## src/hdl/sfme_ram.sv

```systemverilog
// Generic single-port-write, single-port-read RAM with registered read data.
// Standalone; no package dependencies.
`default_nettype none

module sfme_ram #(
   parameter int WIDTH = 33,
   parameter int DEPTH = 127
) (
   input  wire logic                     clock,
   input  wire logic                     wr_en,
   input  wire logic [$clog2(DEPTH)-1:0] wr_addr,
   input  wire logic [WIDTH-1:0]         wr_data,
   input  wire logic                     rd_en,
   input  wire logic [$clog2(DEPTH)-1:0] rd_addr,
   output logic      [WIDTH-1:0]         rd_data
);

   logic [WIDTH-1:0] mem [DEPTH];
   logic [WIDTH-1:0] rd_data_ff;

   // write port
   always_ff @(posedge clock) begin
      if (wr_en) begin
         mem[wr_addr] <= wr_data;
      end
   end

   // registered read port
   always_ff @(posedge clock) begin
      if (rd_en) begin
         rd_data_ff <= mem[rd_addr];
      end
   end

   assign rd_data = rd_data_ff;

endmodule

`default_nettype wire

```

## config.mk

```make
export PLATFORM = sky130hd
export DESIGN_NAME = sfme_ram
export DESIGN_NICKNAME = d
export VERILOG_FILES = /design/src/hdl/sfme_ram.sv
export SDC_FILE = /design/constraint.sdc
export NUM_CORES = 2
export LEC_CHECK = 0
export BUFFER_PORTS_ARGS = -buffer_cell sky130_fd_sc_hd__buf_2
export CAP_MARGIN = 40
export CORE_ASPECT_RATIO = 2
export CORE_MARGIN = 5
export CORE_UTILIZATION = 34
export DETAILED_ROUTE_END_ITERATION = 7
export PLACE_DENSITY = 0.51
export SLEW_MARGIN = 20
export SYNTH_ARGS = -nofsm -noshare
export SYNTH_HDL_FRONTEND = slang
export SYNTH_MEMORY_MAX_BITS = 65536
export SYNTH_SLANG_ARGS = --single-unit
```

## constraint.sdc

```tcl
create_clock -name clock -period 10.3 [get_ports clock]
set_input_delay 1.03 -clock clock [delete_from_list [all_inputs] [get_ports clock]]
set_output_delay 1.03 -clock clock [all_outputs]
set_load 0.005 [all_outputs]
```

* Yosys cells after proc, flatten, opt, wreduce, memory -nomap -nowiden
Memories as Yosys holds them, arrays and structs flattened. A register that Yosys moved wholly into a read port is not among the register bits.
Cells that the tools add are included.
** Word-level totals
- Word-level logic and storage cells :: 3
- Memories kept :: 1
- Register bits :: 0
- Input bits :: 50
- Latch bits :: 0
- Memory bits (read-only) :: 0
- RAM bits :: 4191
** Cells by class
- Magnitude comparators :: 0
- Multiplexer cells :: 2
- Shift operators :: 0
- Add/sub/neg operators :: 0
- Eq/ne operators :: 0
- Reduce and logical (&&, ||, !) cells :: 0
- Div/mod/pow operators :: 0
- Bitwise operators :: 0
- $mul :: 0
** Memory list
- mem :: words 127, width 33, read ports 1, clocked after memory_dff 1, write ports 1, RTL line 18 : logic [WIDTH-1:0] mem [DEPTH];
** Operator list (number)
- 2-to-1 mux 1 bit :: 2

* Depth between registers and ports, before layout
- Depth in word-level cells :: 2
- Gate-level depth with buffers :: 12
- Mapped depth without buffers :: 6

* Worst setup path before layout
No wires, ideal clock.
- Path kind :: input port to flip-flop
- Start point :: input port wr_en
- End point :: memory mem[100][0], enable pin
- Required time :: 9.836 ns
- Data arrival time :: 3.874 ns
- Stages :: 3
- Setup slack :: 5.962 ns
- Path buffers :: 1
- Cell sequence :: clkbuf_1 -> nand4_1 -> nor3_1
** On the way
- Word-level cells in the longest chain between the ends :: 2
** Ends and longest elaborated chain
- start: declaration :: RTL line 10 : input wire logic wr_en,
- 2-to-1 mux 1 bit :: RTL line 23 : if (wr_en) begin
- 2-to-1 mux 1 bit (implied by the code) :: RTL line 24 : mem[wr_addr] <= wr_data;
- end: declaration :: RTL line 18
No other way between the ends.

==> impl.org <==
** Global routing
- Pin count of the biggest net entering global routing :: around 120
- After global routing the overflow that remains totals 0.
- The first global-routing pass estimated 703700 um of wire.
- Initial antenna violation count :: 68
- Number of global-route vias before repair :: roughly 80000
- Overall Global Routing Usage :: around a fifth

** Clock tree
- Clock tree synthesis found a total of 4224 sinks.
- Number of gates given a new drive strength after cts :: 0
- Clock Pin Slew Worst Setup and Hold Paths :: 70 ps
- Number of buffers added for setup after CTS :: 0
- The H-tree generated during clock tree synthesis spans 5 levels.
- Clock tree from TritonCTS :: built
- Worst skew pair latency :: 990 ps
- Root buffer cell :: sky130_fd_sc_hd__clkbuf_16
- The clock passes through at most 4 buffers.
- Clock tree synthesis inserted a total of 355 buffers.
- Hold-fix buffers at CTS :: 0

** Routing
- In the final routed layout, each cell accounts on average for 37.10 um.
- Final antenna-violating net count :: 0
- Count of TritonRoute iterations in the first routing pass :: 6
- Total detailed-routing wirelength :: ~520000 um
- Via count :: 77090
- After detailed routing, the number of remaining DRC violations is 0.
- Drt first-iter violations :: 7520
- After detailed routing, the number of vias per cell comes to around 5.5.

** Timing
- Peak clock frequency supported by timing :: between 200 and 250 MHz
- Total count of max-transition violations in the final report :: 0
- Slew at the pin with the worst max-slew slack :: 1111 ps
- Setup violations remaining at the end of the flow were counted as 0.
- The worst path uses 43.66% of the clock period.
- Final count of hold timing violations :: 0
- Setup repair after global routing left no endpoint under its margin.
- Clock tree skew after final layout :: 60.46 ps
- Minimum clock period after layout :: 4497 ps
- Worst rel slew slack :: 25.93%
- TNS Setup :: 0 ps

** Yosys
- Synth Register Bits :: roughly 4200
- Of the synthesized area, sequential elements account for approximately four fifths.
- Count of flip-flops with a built-in enable after synthesis :: around 4200
- By count the netlist is led by 4224 x sky130_fd_sc_hd__edfxtp_1, 1105 x sky130_fd_sc_hd__mux4_2, 301 x sky130_fd_sc_hd__nand2_1, 177 x sky130_fd_sc_hd__mux2i_1, 152 x sky130_fd_sc_hd__clkbuf_1.
- Flip-flop cell with the highest count after synthesis :: sky130_fd_sc_hd__edfxtp_1
- Dominant cell by count in the synthesized netlist :: sky130_fd_sc_hd__edfxtp_1
- Mapped Area :: between 0.15 and 0.2 mm2
- Post-synthesis average cell area :: 23.35 um2
- Cells after Synth :: 6900
- Post-synthesis cell type with the largest combined area :: sky130_fd_sc_hd__edfxtp_1
- Share of async-settable or async-resettable flops after synthesis :: 0%
- Counting every net in the synthesized netlist gives 6950.
- The Yosys step of the flow raised 0 warnings.
- Top cell type's share of synthesized area :: about four fifths
- Number of distinct library cells after synthesis :: 47
- Top area cells in the synthesized netlist :: sky130_fd_sc_hd__edfxtp_1 79%, sky130_fd_sc_hd__mux4_2 15%, sky130_fd_sc_hd__mux2i_1 1.1%

** Place
- After legalization and detailed placement, the total HPWL measured 318100 um.
- At the end of routability-driven placement, the weighted congestion stood at between 0.8 and 0.9.
- Total of buffers placed on input and output ports :: 82

** Flow run
- The tool flagged a number of max-cap violations equal to 0.

** Pwr
- Clk pwr share :: 39.7%
- Sequential share of power :: between 50 and 60%
- Internal :: 27040 uW
- For this design the static power due to leakage is 0.05610 uW.
- The worst-case IR drop observed on VDD is 0.0001313 V.
- For this design the total switching power over the nets is between 7000 and 8000 uW.
- Net switching is between 20% and 30% of the power.
- Pwr dens :: 189.2 mW/mm2
- Combinational logic burns 5.8% of the power.

** Final layout
- Total area of multi-input combinational cells :: 0.03350 mm2
- Storage element area :: 0.1268 mm2
- Proportion of layout cells with a drive suffix above 1 :: about 30%
- Compared with the post-synthesis result, the final layout area differs by 14.54%.
- Core occupancy in the finished layout :: between 30% and 40%
- Number of nets in the final layout :: 7377
- After filler insertion, the fill cell instance count of the layout stands at between 40000 and 50000.

** Setup path
- Sort of element at the start of the critical path :: input port
- STA classifies the critical path endpoint as a register.
- By startpoint and endpoint, the worst setup path is classified as input port to register.
- Data arrives at the worst endpoint at 5170 ps.
- By instance count, the cell type seen most on the critical path is sky130_fd_sc_hd__buf_4.
- In this run the worst path has a maximum fanout of 77.
- Walking the worst path, the cells encountered are buf_12, buf_4, buf_4, nor2b_1, buf_4, a22oi_1, nand4_1, o311ai_0, a31oi_1, o21ai_1.
- At the worst endpoint, the required time is 10980 ps.
- On the critical path, the stage with the largest delay is an instance of sky130_fd_sc_hd__a31oi_1.
- For this run, the slowest stage of the critical path takes 790 ps.

** Min path
- Min-delay worst type :: input port to register

** Floorplan
- After floorplanning, the core was sized to cover 0.4726 mm2.
- Number of placement rows :: around 360
- 83 I/O pins were placed.
- X dimension of the die :: 496.8 um
- Die footprint :: 0.4886 mm2
- Measured along the y axis, the die boundary spans about 1000 um.
- Initial standard-cell utilization of the core :: 34.09%

** Outcome
- Status :: complete, no violations
==> kinds of logic after synthesis <==
logic type      synth area share (%)
simple gates                   1.408
flops                          78.72
compound gates                 1.924
buf+inv                        1.258
mux                            16.69
==> per-stage QoR <==
stage	hold WS, ps	worst slack (ps)	total power [uW]	instances	cell area, um2
after detailed placement	974.7	4813	21470	13230	172200
after global routing	338.6	5679	35890	13960	184500
after global placement	973.4	3949	21380	13160	170900
after CTS	325.7	5854	35230	13890	183900
after floorplan	800.7	5962	20290	6900	161100
final	363.7	5803	34910	13990	184500
==> power groups by stage <==
| stage | registers (uW) | clock network [uW] | logic, uW |
|---|---|---|---|
| 3_5_place_dp | 19400 | 0 | 2040 |
| 3_3_place_gp | 19400 | 0 | 1960 |
| 2_1_floorplan | 19400 | 0 | 906 |
| 4_1_cts | 19000 | 14100 | 2040 |
| 6_report | 19000 | 13900 | 2020 |
| 5_1_grt | 19000 | 14800 | 2090 |
==> per-layer routing <==
layer | wire (um) | global-route usage (%) | vias up | share of wire (%)
li1 | - | - | 30410 | -
met1 | 175800 | 23.29 | 43130 | 34
met2 | 275200 | 37.78 | 2743 | 53
met3 | 26770 | 2.595 | 772 | 5.2
met4 | 40940 | 13.41 | 24 | 7.9
met5 | 149 | 0 | - | 0.029
==> final timing paths <==
check                         start               endpoint  slack, ps  cells after the start
max reg2reg   mem[79][12]$_DFFE_PP_  rd_data[12]$_DFFE_PP_       7430                      4
max                      rd_addr[0]  rd_data[13]$_DFFE_PP_       5800                     10
min reg2reg  mem[126][22]$_DFFE_PP_  rd_data[22]$_DFFE_PP_       1000                      5
min                     wr_data[31]  mem[89][31]$_DFFE_PP_        360                      1
==> cells in the final DEF (no fill, tap or decap), types with 10 or more instances in the layout <==
cell type / count
sky130_fd_sc_hd__clkbuf_1: 47
sky130_fd_sc_hd__buf_8: 20
sky130_fd_sc_hd__nor2_4: 120
sky130_fd_sc_hd__clkinvlp_4: 22
sky130_fd_sc_hd__mux4_2: 1105
sky130_fd_sc_hd__buf_6: 12
sky130_fd_sc_hd__edfxtp_1: 4224
sky130_fd_sc_hd__nor2b_1: 38
sky130_fd_sc_hd__o21ai_1: 28
sky130_fd_sc_hd__nand3_1: 26
sky130_fd_sc_hd__o22ai_1: 44
sky130_fd_sc_hd__buf_4: 329
sky130_fd_sc_hd__bufinv_16: 37
sky130_fd_sc_hd__clkbuf_16: 358
sky130_fd_sc_hd__nand2_1: 297
sky130_fd_sc_hd__a21oi_1: 33
sky130_fd_sc_hd__a22oi_1: 48
sky130_fd_sc_hd__diode_2: 79
sky130_fd_sc_hd__clkinv_2: 78
sky130_fd_sc_hd__nor2_1: 10
sky130_fd_sc_hd__a211oi_1: 84
sky130_fd_sc_hd__mux2_2: 19
sky130_fd_sc_hd__inv_6: 12
sky130_fd_sc_hd__buf_2: 45
sky130_fd_sc_hd__a31oi_1: 31
sky130_fd_sc_hd__clkinv_4: 13
sky130_fd_sc_hd__buf_12: 34
sky130_fd_sc_hd__clkinv_1: 68
sky130_fd_sc_hd__o211ai_1: 29
sky130_fd_sc_hd__mux2i_1: 175
sky130_fd_sc_hd__o22ai_2: 11
sky130_fd_sc_hd__buf_16: 21
sky130_fd_sc_hd__a32oi_1: 75
==> critical path: cells and delay by family <==
family          cells  cell delay (ps)
simple gates        2              890
buf+inv             4             1800
compound gates      4             1230
==> layout make-up <==
type / count / area share (%)
repair buffers: 462 / 2.383
inverters: 3 / 0.01424
well taps: 6282 / 4.259
clock buffers: 405 / 4.950
flip-flops and latches: 4224 / 68.73
diodes: 79 / 0.1071
clock inverters: 249 / 1.401
multi-input cells: 2281 / 18.15
==> state kept, by name, summed over array words and instances, names as in the netlist <==
| register | flops |
|---|---|
| mem | 4191 |
| rd_data | 33 |
Note: power is estimated with default switching activity, not from simulation.
